<file path="config.mk">
export PLATFORM = sky130hd
export DESIGN_NAME = dns_name_label_encoder
export DESIGN_NICKNAME = d
export VERILOG_FILES = /design/src/rtl/dnse_pkg.sv /design/src/rtl/dnse_ram.sv /design/src/rtl/dnse_cmd_fifo.sv /design/src/rtl/dnse_front.sv /design/src/rtl/dnse_back.sv /design/src/rtl/dns_name_label_encoder.sv
export SDC_FILE = /design/constraint.sdc
export NUM_CORES = 1
export LEC_CHECK = 0
export BUFFER_PORTS_ARGS = -buffer_cell sky130_fd_sc_hd__buf_2
export CAP_MARGIN = 30
export CORE_MARGIN = 2
export CORE_UTILIZATION = 40
export CTS_CLUSTER_SIZE = 8
export DETAILED_ROUTE_END_ITERATION = 10
export MAX_ROUTING_LAYER = met4
export PLACE_DENSITY = 0.51
export SLEW_MARGIN = 20
export SYNTH_ARGS = -nofsm -noshare
export SYNTH_HDL_FRONTEND = slang
export SYNTH_SLANG_ARGS = --single-unit
</file>
<file path="constraint.sdc">
create_clock -name clk -period 7.3 [get_ports clk]
set_input_delay 0.73 -clock clk [delete_from_list [all_inputs] [get_ports clk]]
set_output_delay 0.73 -clock clk [all_outputs]
set_load 0.01 [all_outputs]
</file>
<file path="src/rtl/dnse_pkg.sv">
`default_nettype none

package dnse_pkg;

    // field widths
    localparam int BYTE_W        = 8;
    localparam int CNT_W         = 6;
    localparam int LABEL_MAX_DEF = 63;
    localparam int CMDQ_DEPTH    = 2;
    localparam int CMDQ_PTR_W    = $clog2(CMDQ_DEPTH);

    // operation codes and the label separator
    localparam logic OP_NAME_BYTE = 1'b0;
    localparam logic OP_END       = 1'b1;
    localparam logic [BYTE_W-1:0] DOT_CHAR = 8'h2E;

    // input item
    typedef struct packed {
        logic              operation;
        logic [BYTE_W-1:0] name_byte;
    } in_item_t;

    // result item
    typedef struct packed {
        logic [BYTE_W-1:0] out_byte;
        logic              zero_follows;
        logic              too_long;
        logic              last;
    } out_item_t;

    // label command from front to back
    typedef struct packed {
        logic             bank;
        logic [CNT_W-1:0] n;
        logic             tl;
        logic             zf;
    } cmd_t;

    // bank release from back to front
    typedef struct packed {
        logic valid;
        logic bank;
    } rel_t;

endpackage

`default_nettype wire

</file>
<file path="src/rtl/dnse_ram.sv">
`default_nettype none

module dnse_ram
    import dnse_pkg::*;
#(
    parameter int DEPTH = 2 * LABEL_MAX_DEF,
    localparam int ADDR_W = (DEPTH > 1) ? $clog2(DEPTH) : 1
) (
    input  wire logic              clk,
    input  wire logic              we,
    input  wire logic [ADDR_W-1:0] waddr,
    input  wire logic [BYTE_W-1:0] wdata,
    input  wire logic              re,
    input  wire logic [ADDR_W-1:0] raddr,
    output logic      [BYTE_W-1:0] rdata
);

    logic [BYTE_W-1:0] mem [DEPTH];

    // write port
    always_ff @(posedge clk)
    begin
        if (we)
        begin
            mem[waddr] <= wdata;
        end
    end

    // registered read port, holds when not enabled
    always_ff @(posedge clk)
    begin
        if (re)
        begin
            rdata <= mem[raddr];
        end
    end

endmodule

`default_nettype wire

</file>
<file path="src/rtl/dnse_cmd_fifo.sv">
`default_nettype none

module dnse_cmd_fifo
    import dnse_pkg::*;
(
    input  wire logic clk,
    input  wire logic rst_n,
    input  wire logic wr,
    input  wire cmd_t wdata,
    output logic      q_full,
    input  wire logic rd,
    output logic      q_empty,
    output cmd_t      rdata
);

    cmd_t                  slot_reg [CMDQ_DEPTH];
    logic [CMDQ_PTR_W-1:0] wptr_reg, wptr_next;
    logic [CMDQ_PTR_W-1:0] rptr_reg, rptr_next;
    logic [CMDQ_PTR_W:0]   cnt_reg, cnt_next;
    logic                  do_wr, do_rd;

    // pointer and fill count update
    always_comb
    begin
        do_wr     = wr && !q_full;
        do_rd     = rd && !q_empty;
        wptr_next = do_wr ? wptr_reg + CMDQ_PTR_W'(1) : wptr_reg;
        rptr_next = do_rd ? rptr_reg + CMDQ_PTR_W'(1) : rptr_reg;
        cnt_next  = cnt_reg;
        if (do_wr && !do_rd)
        begin
            cnt_next = cnt_reg + (CMDQ_PTR_W+1)'(1);
        end
        else if (do_rd && !do_wr)
        begin
            cnt_next = cnt_reg - (CMDQ_PTR_W+1)'(1);
        end
    end

    always_ff @(posedge clk or negedge rst_n)
    begin
        if (!rst_n)
        begin
            wptr_reg <= '0;
            rptr_reg <= '0;
            cnt_reg  <= '0;
        end
        else
        begin
            wptr_reg <= wptr_next;
            rptr_reg <= rptr_next;
            cnt_reg  <= cnt_next;
        end
    end

    // entry storage
    always_ff @(posedge clk)
    begin
        if (do_wr)
        begin
            slot_reg[wptr_reg] <= wdata;
        end
    end

    assign q_full  = (cnt_reg == (CMDQ_PTR_W+1)'(CMDQ_DEPTH));
    assign q_empty = (cnt_reg == '0);
    assign rdata   = slot_reg[rptr_reg];

`ifndef ASSERT_OFF
    a_cnt_range: assert property (@(posedge clk) disable iff (!rst_n)
        cnt_reg <= (CMDQ_PTR_W+1)'(CMDQ_DEPTH))
        else $error("command queue count out of range");
`endif

endmodule

`default_nettype wire

</file>
<file path="src/rtl/dnse_front.sv">
`default_nettype none

module dnse_front
    import dnse_pkg::*;
#(
    parameter int LABEL_MAX = LABEL_MAX_DEF,
    localparam int ADDR_W = $clog2(2 * LABEL_MAX)
) (
    input  wire logic              clk,
    input  wire logic              rst_n,
    input  wire logic              push,
    output logic                   full,
    input  wire in_item_t          item,
    output logic                   mem_we,
    output logic      [ADDR_W-1:0] mem_waddr,
    output logic      [BYTE_W-1:0] mem_wdata,
    output logic                   q_wr,
    output cmd_t                   q_wdata,
    input  wire logic              q_full,
    input  wire rel_t              rel
);

    logic [CNT_W-1:0] count_reg, count_next;
    logic             ovf_reg, ovf_next;
    logic             bank_reg, bank_next;
    logic [1:0]       busy_reg, busy_next;
    logic             accept, is_char;

    // classify the accepted byte
    always_comb
    begin
        full    = busy_reg[bank_reg] || q_full;
        accept  = push && !full;
        is_char = (item.operation == OP_NAME_BYTE) && (item.name_byte != DOT_CHAR);

        count_next = count_reg;
        ovf_next   = ovf_reg;
        bank_next  = bank_reg;
        busy_next  = busy_reg;
        mem_we     = 1'b0;
        q_wr       = 1'b0;

        q_wdata.bank = bank_reg;
        q_wdata.n    = count_reg;
        q_wdata.tl   = ovf_reg;
        q_wdata.zf   = (item.operation == OP_END);

        mem_waddr = bank_reg ? ADDR_W'(LABEL_MAX) + ADDR_W'(count_reg) : ADDR_W'(count_reg);
        mem_wdata = item.name_byte;

        // back has finished a bank
        if (rel.valid)
        begin
            busy_next[rel.bank] = 1'b0;
        end

        if (accept)
        begin
            if (is_char)
            begin
                if (count_reg < CNT_W'(LABEL_MAX))
                begin
                    mem_we     = 1'b1;
                    count_next = count_reg + CNT_W'(1);
                end
                else
                begin
                    ovf_next = 1'b1;
                end
            end
            else
            begin
                // label closes: hand the bank to the back part
                q_wr                = 1'b1;
                busy_next[bank_reg] = 1'b1;
                bank_next           = !bank_reg;
                count_next          = '0;
                ovf_next            = 1'b0;
            end
        end
    end

    always_ff @(posedge clk or negedge rst_n)
    begin
        if (!rst_n)
        begin
            count_reg <= '0;
            ovf_reg   <= 1'b0;
            bank_reg  <= 1'b0;
            busy_reg  <= '0;
        end
        else
        begin
            count_reg <= count_next;
            ovf_reg   <= ovf_next;
            bank_reg  <= bank_next;
            busy_reg  <= busy_next;
        end
    end

`ifndef ASSERT_OFF
    a_count_max: assert property (@(posedge clk) disable iff (!rst_n)
        count_reg <= CNT_W'(LABEL_MAX))
        else $error("label count above limit");

    a_no_write_busy: assert property (@(posedge clk) disable iff (!rst_n)
        mem_we |-> !busy_reg[bank_reg])
        else $error("write into a bank still being emitted");
`endif

endmodule

`default_nettype wire

</file>
<file path="src/rtl/dnse_back.sv">
`default_nettype none

module dnse_back
    import dnse_pkg::*;
#(
    parameter int LABEL_MAX = LABEL_MAX_DEF,
    localparam int ADDR_W = $clog2(2 * LABEL_MAX)
) (
    input  wire logic              clk,
    input  wire logic              rst_n,
    input  wire logic              q_empty,
    input  wire cmd_t              q_rdata,
    output logic                   q_rd,
    output logic                   mem_re,
    output logic      [ADDR_W-1:0] mem_raddr,
    input  wire logic [BYTE_W-1:0] mem_rdata,
    output rel_t                   rel,
    output logic                   empty,
    input  wire logic              pop,
    output out_item_t              result
);

    cmd_t             cmd_reg, cmd_next;
    logic             act_reg, act_next;
    logic             len_done_reg, len_done_next;
    logic             rd_pend_reg, rd_pend_next;
    logic [CNT_W-1:0] rd_idx_reg, rd_idx_next;
    logic [CNT_W-1:0] em_reg, em_next;
    logic             out_valid_reg, out_valid_next;
    out_item_t        out_reg, out_next;
    logic             slot_free, emit_len, load_data, len_fin, data_fin;

    // emission control
    always_comb
    begin
        slot_free = !out_valid_reg || pop;
        q_rd      = !act_reg && !q_empty;
        emit_len  = act_reg && !len_done_reg && slot_free;
        load_data = act_reg && rd_pend_reg && len_done_reg && slot_free;
        len_fin   = emit_len && (cmd_reg.n == '0);
        data_fin  = load_data && ((em_reg + CNT_W'(1)) == cmd_reg.n);
        mem_re    = act_reg && (rd_idx_reg != cmd_reg.n) && (!rd_pend_reg || load_data);
        mem_raddr = cmd_reg.bank ? ADDR_W'(LABEL_MAX) + ADDR_W'(rd_idx_reg)
                                 : ADDR_W'(rd_idx_reg);
        rel.valid = len_fin || data_fin;
        rel.bank  = cmd_reg.bank;

        cmd_next       = cmd_reg;
        act_next       = act_reg;
        len_done_next  = len_done_reg;
        rd_idx_next    = rd_idx_reg;
        em_next        = em_reg;
        out_next       = out_reg;
        out_valid_next = out_valid_reg && !pop;
        rd_pend_next   = mem_re ? 1'b1 : (load_data ? 1'b0 : rd_pend_reg);

        // take the next label command
        if (q_rd)
        begin
            cmd_next      = q_rdata;
            act_next      = 1'b1;
            len_done_next = 1'b0;
            rd_idx_next   = '0;
            em_next       = '0;
        end

        if (mem_re)
        begin
            rd_idx_next = rd_idx_reg + CNT_W'(1);
        end

        // length byte first
        if (emit_len)
        begin
            out_next.out_byte     = BYTE_W'(cmd_reg.n);
            out_next.zero_follows = len_fin && cmd_reg.zf;
            out_next.too_long     = cmd_reg.tl;
            out_next.last         = len_fin;
            out_valid_next        = 1'b1;
            len_done_next         = 1'b1;
        end

        // then the stored characters
        if (load_data)
        begin
            out_next.out_byte     = mem_rdata;
            out_next.zero_follows = data_fin && cmd_reg.zf;
            out_next.too_long     = cmd_reg.tl;
            out_next.last         = data_fin;
            out_valid_next        = 1'b1;
            em_next               = em_reg + CNT_W'(1);
        end

        if (rel.valid)
        begin
            act_next = 1'b0;
        end
    end

    always_ff @(posedge clk or negedge rst_n)
    begin
        if (!rst_n)
        begin
            act_reg       <= 1'b0;
            len_done_reg  <= 1'b0;
            rd_pend_reg   <= 1'b0;
            rd_idx_reg    <= '0;
            em_reg        <= '0;
            out_valid_reg <= 1'b0;
        end
        else
        begin
            act_reg       <= act_next;
            len_done_reg  <= len_done_next;
            rd_pend_reg   <= rd_pend_next;
            rd_idx_reg    <= rd_idx_next;
            em_reg        <= em_next;
            out_valid_reg <= out_valid_next;
        end
    end

    // payload registers
    always_ff @(posedge clk)
    begin
        cmd_reg <= cmd_next;
        out_reg <= out_next;
    end

    assign empty  = !out_valid_reg;
    assign result = out_reg;

`ifndef ASSERT_OFF
    a_pend_active: assert property (@(posedge clk) disable iff (!rst_n)
        rd_pend_reg |-> act_reg)
        else $error("read pending without an active label");

    a_idx_bound: assert property (@(posedge clk) disable iff (!rst_n)
        act_reg |-> (rd_idx_reg <= cmd_reg.n) && (em_reg <= rd_idx_reg))
        else $error("read index out of label bounds");

    a_release_last: assert property (@(posedge clk) disable iff (!rst_n)
        rel.valid |=> out_valid_reg && out_reg.last)
        else $error("bank released without a last result");
`endif

endmodule

`default_nettype wire

</file>
<file path="src/rtl/dns_name_label_encoder.sv">
// output: a label character gives no result; the length byte of a closed label
// passes the command queue, the command register and the result register after
// the dot or end of name is taken; its characters follow one per cycle from the
// label RAM read port while results are popped; labels go out one at a time.
// throughput: one input byte per cycle while a free label bank is available.
// reset: asynchronous, clears control state; the label RAM is not cleared.
`default_nettype none

module dns_name_label_encoder
    import dnse_pkg::*;
#(
    parameter int LABEL_MAX = LABEL_MAX_DEF
) (
    input  wire logic      clk,
    input  wire logic      rst_n,
    input  wire logic      push,
    output logic           full,
    input  wire in_item_t  item,
    output logic           empty,
    input  wire logic      pop,
    output out_item_t      result
);

    localparam int ADDR_W = $clog2(2 * LABEL_MAX);

    logic              mem_we, mem_re;
    logic [ADDR_W-1:0] mem_waddr, mem_raddr;
    logic [BYTE_W-1:0] mem_wdata, mem_rdata;
    logic              q_wr, q_full, q_rd, q_empty;
    cmd_t              q_wdata, q_rdata;
    rel_t              rel;

    // accept and classify name bytes
    dnse_front #(.LABEL_MAX(LABEL_MAX)) u_front (
        .clk       (clk),
        .rst_n     (rst_n),
        .push      (push),
        .full      (full),
        .item      (item),
        .mem_we    (mem_we),
        .mem_waddr (mem_waddr),
        .mem_wdata (mem_wdata),
        .q_wr      (q_wr),
        .q_wdata   (q_wdata),
        .q_full    (q_full),
        .rel       (rel)
    );

    // two label banks
    dnse_ram #(.DEPTH(2 * LABEL_MAX)) u_ram (
        .clk   (clk),
        .we    (mem_we),
        .waddr (mem_waddr),
        .wdata (mem_wdata),
        .re    (mem_re),
        .raddr (mem_raddr),
        .rdata (mem_rdata)
    );

    // label command queue
    dnse_cmd_fifo u_cmdq (
        .clk     (clk),
        .rst_n   (rst_n),
        .wr      (q_wr),
        .wdata   (q_wdata),
        .q_full  (q_full),
        .rd      (q_rd),
        .q_empty (q_empty),
        .rdata   (q_rdata)
    );

    // emit length byte and characters
    dnse_back #(.LABEL_MAX(LABEL_MAX)) u_back (
        .clk       (clk),
        .rst_n     (rst_n),
        .q_empty   (q_empty),
        .q_rdata   (q_rdata),
        .q_rd      (q_rd),
        .mem_re    (mem_re),
        .mem_raddr (mem_raddr),
        .mem_rdata (mem_rdata),
        .rel       (rel),
        .empty     (empty),
        .pop       (pop),
        .result    (result)
    );

endmodule

`default_nettype wire
</file>
======== After elaboration in Yosys (flattened, before gate mapping) ========
Memories as Yosys holds them, arrays and structs flattened. A register that Yosys moved wholly into a read port is not among the register bits.
Cells that the tools add are included.
storage, ports and cells
  register bits after elaboration ......... 41
  memory bits (writable) .................. 1026
  logic and storage cells ................. 131
  memories kept ........................... 2
cells by class
  add/subtract/negate cells ............... 9
  equal/unequal tests ..................... 6
  reductions and logical operators ........ 48
  muxes and demuxes ....................... 39
  bitwise logic cells ..................... 5
  order comparisons ....................... 5
memory list
  name             words  width  read ports  clocked after Yosys merged registers in  write ports  line                 text
  u_ram.mem        126    8      1           1                                        1            dnse_ram.sv:18       logic [BYTE_W-1:0] mem [DEPTH];
  u_cmdq.slot_reg  2      9      1           1                                        1            dnse_cmd_fifo.sv:16  cmd_t slot_reg [CMDQ_DEPTH];
operators by type and width
  operator             number
  $mux 6               5
  $mux 1               23
  $mux 11              2
  $logic_and 1x1->1    21
  $add 6x1->6 const B  3
  $add 6x6->7 const A  2
  $mux 7               2
  $reduce_bool 2->1    7
  $logic_not 1->1      11
  $mux 2               5
  $ne 8x6->1 const B   1
  $eq 6x6->1           1
  $logic_not 6->1      1
  $lt 6x6->1 const B   1
  $ne 6x6->1           1
  $reduce_and 2->1     3
  $logic_or 1x1->1     4
  $lt 1x2->1 const B   2
  $ne 2x2->1 const B   2
  $add 1x1->1 const B  2
  $add 2x1->2 const B  1
  $and 2x2->2          1
  $demux 1 s1          2
  $eq 2x2->1 const B   1
  other kinds (6)      8

======== Logic depth before layout (Yosys ltp) ========
Gate-level depths: netlist of the first run.
  depth in word-level cells ............... 11
  gate-level depth with buffers ........... 13

======== Modules after synthesis ========
Synthesis of the first run repeated with hierarchy kept, for this count alone.
unflattened totals
  cells, all modules ...................... 2266
  area total of the unflattened synthesis .. 43379.1 µm²
by module, submodules not included
  module         area each (µm²)  instances  sequential area each (µm²)  cells an instance
  dnse_ram       39816.9          1          30509.3                     1948
  dnse_back      1920.6           1          1001.0                      187
  dnse_cmd_fifo  845.8            1          640.6                       47
  dnse_front     795.8            1          250.2                       84

======== Least setup slack after synthesis of the first run ========
Ideal clock, no wire load.
  path kind ............................... flip-flop to flip-flop
  start ................................... register u_back.rd_idx_reg[0]
  end ..................................... register u_ram.rdata[6], read port of u_ram.mem, data pin
  setup slack ............................. 4289 ps
  period minus slack after synthesis ...... 3011 ps
  required time ........................... 7038 ps
  arrival time ............................ 2748 ps
  buffers on the path ..................... 5
  cell stages (with the launch flop) ...... 13
  setup time .............................. 262 ps
  cell sequence ........................... dfrtp_1 buf_4 buf_2 inv_1 ha_1 buf_2 buf_2 buf_1 mux4_2 a221oi_1 a31oi_1 a211oi_1 nor4_1
on the way
  longest elaborated chain between the ends .. 3
  elaborated cells between the ends (all ways) .. 5
RTL lines
  element                                                              line              text
  start: declaration                                                   dnse_back.sv:27   logic [CNT_W-1:0] rd_idx_reg, rd_idx_next;
  start signal: assignment                                             dnse_back.sv:116  rd_idx_reg <= rd_idx_next;
  parallel branches: the longest is 3 deep, another holds $add 6x6->7  -
  end: declaration                                                     dnse_ram.sv:15    output logic [BYTE_W-1:0] rdata
Several ways; the timed one is not identified.
A chain may end at the register's enable or synchronous reset.

======== Worst setup path in the final report of the first run ========
  start ................................... register u_back.rd_idx_reg[0]
  end ..................................... register u_ram.rdata[4], read port of u_ram.mem, data pin
The elaborated chain is that of the path after synthesis.

==> results of run 1 <==
-- synth_stat cells, types with 11 or more instances --
cell         n
mux2_2      18
edfxtp_1  1054
o21ai_0     22
nand2_1    290
clkbuf_1    67
nand3_1     85
mux2i_1     64
inv_1       11
o22ai_1     24
nor2_1     174
dfrtp_1     30
mux4_2     393
buf_2       66
nand4_1     36
and3_1      22
a31oi_1     33
xor2_1      13
a32oi_1     16
buf_1       15
buf_4       22
o221ai_1    16
xnor2_1     20
nor4_1      11
-- metrics by stage --
| stage | utilization (%) | setup WS [ps] | hold slack, ps | total power [mW] |
|---|---|---|---|---|
| after global routing | 45.42 | 2221 | 77.12 | 21.90 |
| after CTS | 45.35 | 2565 | 32.19 | 21.19 |
| after global placement | 41.75 | 2544 | 407.1 | 14.80 |
| after floorplan | - | 4289 | 400.3 | 12.50 |
| final | 45.42 | 2564 | 55.91 | 21.06 |
| after detailed placement | 41.83 | 2466 | 418.5 | 14.81 |
-- logic make-up after synthesis --
group / after synthesis / synth area share (%)
DFF: 1084 / 68.16
and+or+nand+nor: 664 / 6.185
muxes: 475 / 20.39
buffers and inverters: 181 / 1.777
AOI/OAI and AO/OA: 170 / 2.621
xor gates and xnor gates: 36 / 0.7106
adders and majority gates: 6 / 0.1579
-- worst max-delay path by stage --
stage / start / to / slack (ps) / cells past startpoint
after floorplan: u_back.rd_idx_reg[0]$_DFFE_PN0P_ / u_ram.rdata[6]$_DFFE_PP_ / 4290 / 12
after global placement: item[0] / u_ram.mem[92][5]$_DFFE_PP_ / 2540 / 7
after detailed placement: item[0] / u_ram.mem[109][5]$_DFFE_PP_ / 2470 / 7
after CTS: u_back.rd_idx_reg[0]$_DFFE_PN0P_ / u_ram.rdata[7]$_DFFE_PP_ / 2560 / 9
after global routing: u_back.rd_idx_reg[0]$_DFFE_PN0P_ / u_ram.rdata[4]$_DFFE_PP_ / 2220 / 9
final: u_back.rd_idx_reg[0]$_DFFE_PN0P_ / u_ram.rdata[4]$_DFFE_PP_ / 2560 / 9
-- layout make-up --
| type | instances | area, um2 |
|---|---|---|
| fill | 9972 | 64360 |
| sequential | 1084 | 32410 |
| multi-input combinational | 1351 | 14370 |
| clock buffer | 176 | 4064 |
| tap | 1536 | 1922 |
| timing repair buffer | 67 | 664.4 |
| clock inverter | 8 | 87.58 |
| inverter | 11 | 41.29 |
| antenna | 1 | 2.502 |
-- worst register-to-register path, stage by stage, from the launching register on --
cell and delay (ps):
dfrtp_4 870, inv_1 280, ha_4 240, nand3b_1 150, and2_2 650, nand2_1 750
o21ai_0 500, nand3_1 280, a22oi_1 610, nor4_1 130
-- power by group through the flow --
stage          clock, mW  combinational [mW]  sequential, mW
5_1_grt             6.71                7.93            7.25
3_5_place_dp           0                7.46            7.36
3_3_place_gp           0                7.45            7.36
2_1_floorplan          0                5.32            7.18
6_report            6.34                7.49            7.23
4_1_cts             6.46                7.49            7.25
-- layer usage --
metal	vias up	global-route usage (%)	part of all wire, %
li1	10830	-	-
met1	13950	31.17	43
met2	1206	33.92	47
met3	220	4.019	7.2
met4	0	7.372	2.8
met5	-	-	0
-- cells in the final DEF, fill, tap and decap left out, types with 9 or more instances in the layout --
cell type     n
a31oi_1      33
a32oi_1      16
and3_1       22
buf_12        9
buf_2        17
buf_4        35
clkbuf_1     16
clkbuf_16   160
dfrtp_1      28
edfxtp_1   1054
inv_1        11
mux2_2       18
mux2i_1      64
mux4_2      393
nand2_1     281
nand3_1      85
nand4_1      36
nor2_1      172
nor4_1       11
o21ai_0      22
o221ai_1     16
o22ai_1      24
o31ai_1       9
xnor2_1      19
xor2_1       13
==> flow_metrics.tcl, run 1 <==
set metrics [dict create \
    p_leak_nw 16.76 \
    cts_buffer_depth 3 \
    dp_cells 4045 \
    drive_above_1_share_pct 24.88 \
    rsz0062_at_grt "false" \
    required_ps 7760 \
    routedWlPerCell_um 31.17 \
    first_global_vias 26510 \
    r2r_setup_slack_ps 2560 \
    grtUsageTotal_pct 22.50 \
    synth-main-ff-cell "edfxtp_1" \
    die_area_um2 121600 \
    internal_power_mw 14.02 \
    cp-start-kind "flop" \
    core.rowCount 126 \
    antenna_found_initial 6 \
    first_iter_violations 2885 \
    status "finished, final reports clean" \
    syn_avg_cell_area_um2 18.17 \
    power_density_nw_per_um2 393.2 \
    first_pass_iters 6 \
    fmax_mhz 211.2 \
    crit_path_end_kind "flop" \
    max_stage_delay_ps 870 \
    p_switching_mw 7.041 \
    layout.nets 2687 \
    slowest_stage "dfrtp_4" \
    critical_path_class "reg2reg" \
    postLayoutCellArea_um2 53560 \
    yosysTopAreaCell "edfxtp_1" \
    netlist_instances 2616 \
    cts-root-buf "clkbuf_16" \
    seq_area_frac_synth_pct 68.16 \
    post_cts_buffers 0 \
    overflow 0 \
    path_clk_slew_ps 50 \
    period_minus_slack_ps 4736 \
    clk_latency_ps 740 \
    clkPwrFrac_pct 30.1 \
    cts_made_buffers 153 \
    grt_max_degree 133 \
    synth_enable_flop_cells 1054 \
    critPathBufInv 1 \
    wirelength_mm 132.0 \
    swShare_pct 33.43 \
    setup_viol 0 \
    cp_max_fo 35 \
    yosys_warnings 0 \
    dieHeight_um 348.7 \
    syn_area_um2 47540 \
    h-tree-depth 4 \
    combPwrFrac_pct 35.6 \
    fin_cells 4234 \
    fp.dieW_um 348.7 \
    async_flop_share_pct 2.768 \
    start_util_pct 40.31 \
    drv_slew 0 \
    via_per_inst 6.189 \
    postRouteAntennaNets 0 \
    reg2reg_to "u_ram.rdata[4]$_DFFE_PP_" \
    critPathArrivalTime_ps 5200 \
    tns_ps 0 \
    clkSinkCount 1084 \
    crit_chain "inv_1 -> ha_4 -> nand3b_1 -> and2_2 -> nand2_1 -> o21ai_0 -> nand3_1 -> a22oi_1 -> nor4_1" \
    hp-class "in2async" \
    finClkSkew_ps 29.75 \
    tightest_slew_ps 1053 \
    synth_top_area_share_pct 66.58 \
    area_growth_syn_to_layout_pct 12.66 \
    place_congestion 0.8680 \
    cap_violations 0 \
    cts_tree "built" \
    crit_family "simple AND/OR/NAND/NOR gates" \
    syn_nets 2635 \
    rr_startpoint "u_back.rd_idx_reg[0]$_DFFE_PN0P_" \
    seqPwrFrac_pct 34.3 \
    dpl.hpwl_mm 80.75 \
    vias 26210 \
    synth-seq-cells 1084 \
    fin_crit_sh_pct 64.87 \
    cts_hold_buf 0 \
    final-hold-violation-count 0 \
    relSlewSlack_pct 29.82 \
    ff2ff_path_depth 9 \
    placed_cell_area_um2 49320 \
    synth_cell_types 54 \
    grt_pass1_wl_mm 191.5 \
    irDropWorstVdd_v 0.0004223 \
    drc 0 \
    cts_resized 0 \
    port_buffers 25 \
    synthTopCellsByArea "edfxtp_1 (67%), mux4_2 (19%), nand2_1 (2.3%), dfrtp_1 (1.6%), nor2_1 (1.4%)" \
    core_area_um2 117900 \
    io_pins 26 \
    largest_register_ffs 1008 \
]
Power figures use the tool's default switching activity.
==> inputs of run 2 (changes only) <==
Settings changed: PLACE_DENSITY 0.51 to 0.53.
Clock period 7.3 ns to 4.1 ns, I/O delays scaled along.
==> flow_metrics.tcl, run 2 (same netlist as run 1, synthesis figures left out) <==
set metrics [dict create \
    cts_resized 0 \
    fin_crit_sh_pct 84.46 \
    dieHeight_um 348.7 \
    final_util_pct 46.32 \
    cts-root-buf "clkbuf_16" \
    hp-class "in2reg" \
    place_ws_ps 568.5 \
    period_minus_slack_ps 3463 \
    finClkSkew_ps 31.17 \
    rsz0062_at_grt "false" \
    first_global_vias 26990 \
    irDropWorstVdd_v 0.0007045 \
    drc 0 \
    place_congestion 0.8779 \
    h-tree-depth 4 \
    cp_max_fo 12 \
    fp.dieW_um 348.7 \
    final_common_cell "edfxtp_1" \
    holdPathStages 4 \
    clkSinkCount 1084 \
    swShare_pct 33.30 \
    grt_max_degree 127 \
    seqPwrFrac_pct 34.1 \
    n_fill_cell 10020 \
    via_per_inst 6.012 \
    routedWlPerCell_um 29.32 \
    tightest_slew_ps 986.1 \
    clkPwrFrac_pct 29.8 \
    cap_violations 0 \
    cts_buffer_depth 3 \
    power_density_nw_per_um2 686.8 \
    cts_made_buffers 153 \
    rr_startpoint "u_back.rd_idx_reg[2]$_DFFE_PN0P_" \
    drive_above_1_share_pct 28.39 \
    required_ps 4550 \
    drv_slew 0 \
    ff2ff_path_depth 7 \
    postLayoutCellArea_um2 54630 \
    path_clk_slew_ps 50 \
    antenna_found_initial 3 \
    core.rowCount 126 \
    core_area_um2 117900 \
    min_from "push" \
    postRouteAntennaNets 0 \
    overflow 0 \
    fin_cells 4387 \
    p_leak_nw 17.51 \
    clk_latency_ps 750 \
    cts_tree "built" \
    wirelength_mm 128.6 \
    layout.nets 2838 \
    placed_cell_area_um2 50410 \
    critPathArrivalTime_ps 3910 \
    seq_area_um2 32410 \
    dpl.hpwl_mm 81.69 \
    first_iter_violations 2827 \
    internal_power_mw 25.02 \
    holdPathEnd "u_front.count_reg[4]$_DFFE_PN0P_" \
    grtUsageTotal_pct 22.12 \
    grt_pass1_wl_mm 189.9 \
    die_area_um2 121600 \
    status "finished, final reports clean" \
    combPwrFrac_pct 36.2 \
    port_buffers 25 \
    area_growth_syn_to_layout_pct 14.91 \
    setup_viol 0 \
    dp_cells 4192 \
    crit_path_end_kind "flop" \
    start_util_pct 40.31 \
    multi_input_area_um2 14350 \
    first_pass_iters 6 \
    relSlewSlack_pct 34.26 \
    tns_ps 0 \
    p_switching_mw 12.49 \
    io_pins 26 \
    r2r_setup_slack_ps 640 \
    mostFrequentLayoutCells "edfxtp_1 (1054), mux4_2 (393), nand2_1 (289)" \
    timing.hold.ws_ps 84.91 \
    vias 26370 \
    fmax_mhz 288.8 \
    final-hold-violation-count 0 \
    setup_slack_ps 637.3 \
    cp-start-kind "flop" \
    largest_register_ffs 1008 \
    cts_hold_buf 4 \
    post_cts_buffers 0 \
    reg2reg_to "u_ram.rdata[0]$_DFFE_PP_" \
    total_power_mw 37.52 \
    critical_path_class "reg2reg" \
]
[run 2: power groups by stage]
stage	clock network, mW	logic [mW]	registers (mW)
final	11.2	13.6	12.8
after global routing	11.9	14.5	12.8
after CTS	11.4	13.7	12.8
after detailed placement	0	13.6	13.0
after global placement	0	13.6	13.0
after floorplan	0	9.48	12.8
[run 2: critical path: stages (launching register included)]
cell and delay [ps]:
dfrtp_1 580, buf_4 340, nor3_1 110, and4_1 220, xnor2_1 610, nand2_1 420
a31oi_1 720, nor4_1 150
[run 2: area by class of cell]
cell class / count / share of cell area (%)
Antenna cell: 1 / 0.004581
Clock buffer: 177 / 7.329
Clock inverter: 9 / 0.1924
Inverter: 11 / 0.07558
Multi-Input combinational cell: 1351 / 26.27
Sequential cell: 1084 / 59.33
Tap cell: 1536 / 3.518
Timing Repair Buffer: 218 / 3.284
[run 2: layer usage]
metal	vias up	GRT usage (%)	wire length [um]
met3	207	3.885	8316
met5	-	-	0
met4	0	5.771	2801
li1	11130	-	-
met2	987	34.88	63150
met1	14050	29.93	54350
[run 2: worst max-delay path by stage]
stage                                 endpoint                        startpoint  slack [ps]
floorplan             u_ram.rdata[6]$_DFFE_PP_  u_back.rd_idx_reg[0]$_DFFE_PN0P_        1090
global placement    u_ram.mem[42][7]$_DFFE_PP_                           item[1]         690
detailed placement    u_ram.rdata[3]$_DFFE_PP_  u_back.rd_idx_reg[0]$_DFFE_PN0P_         570
CTS                   u_ram.rdata[3]$_DFFE_PP_  u_back.rd_idx_reg[0]$_DFFE_PN0P_         530
global route        u_ram.mem[84][2]$_DFFE_PP_  u_front.count_reg[0]$_DFFE_PN0P_         410
finish                u_ram.rdata[0]$_DFFE_PP_  u_back.rd_idx_reg[2]$_DFFE_PN0P_         640
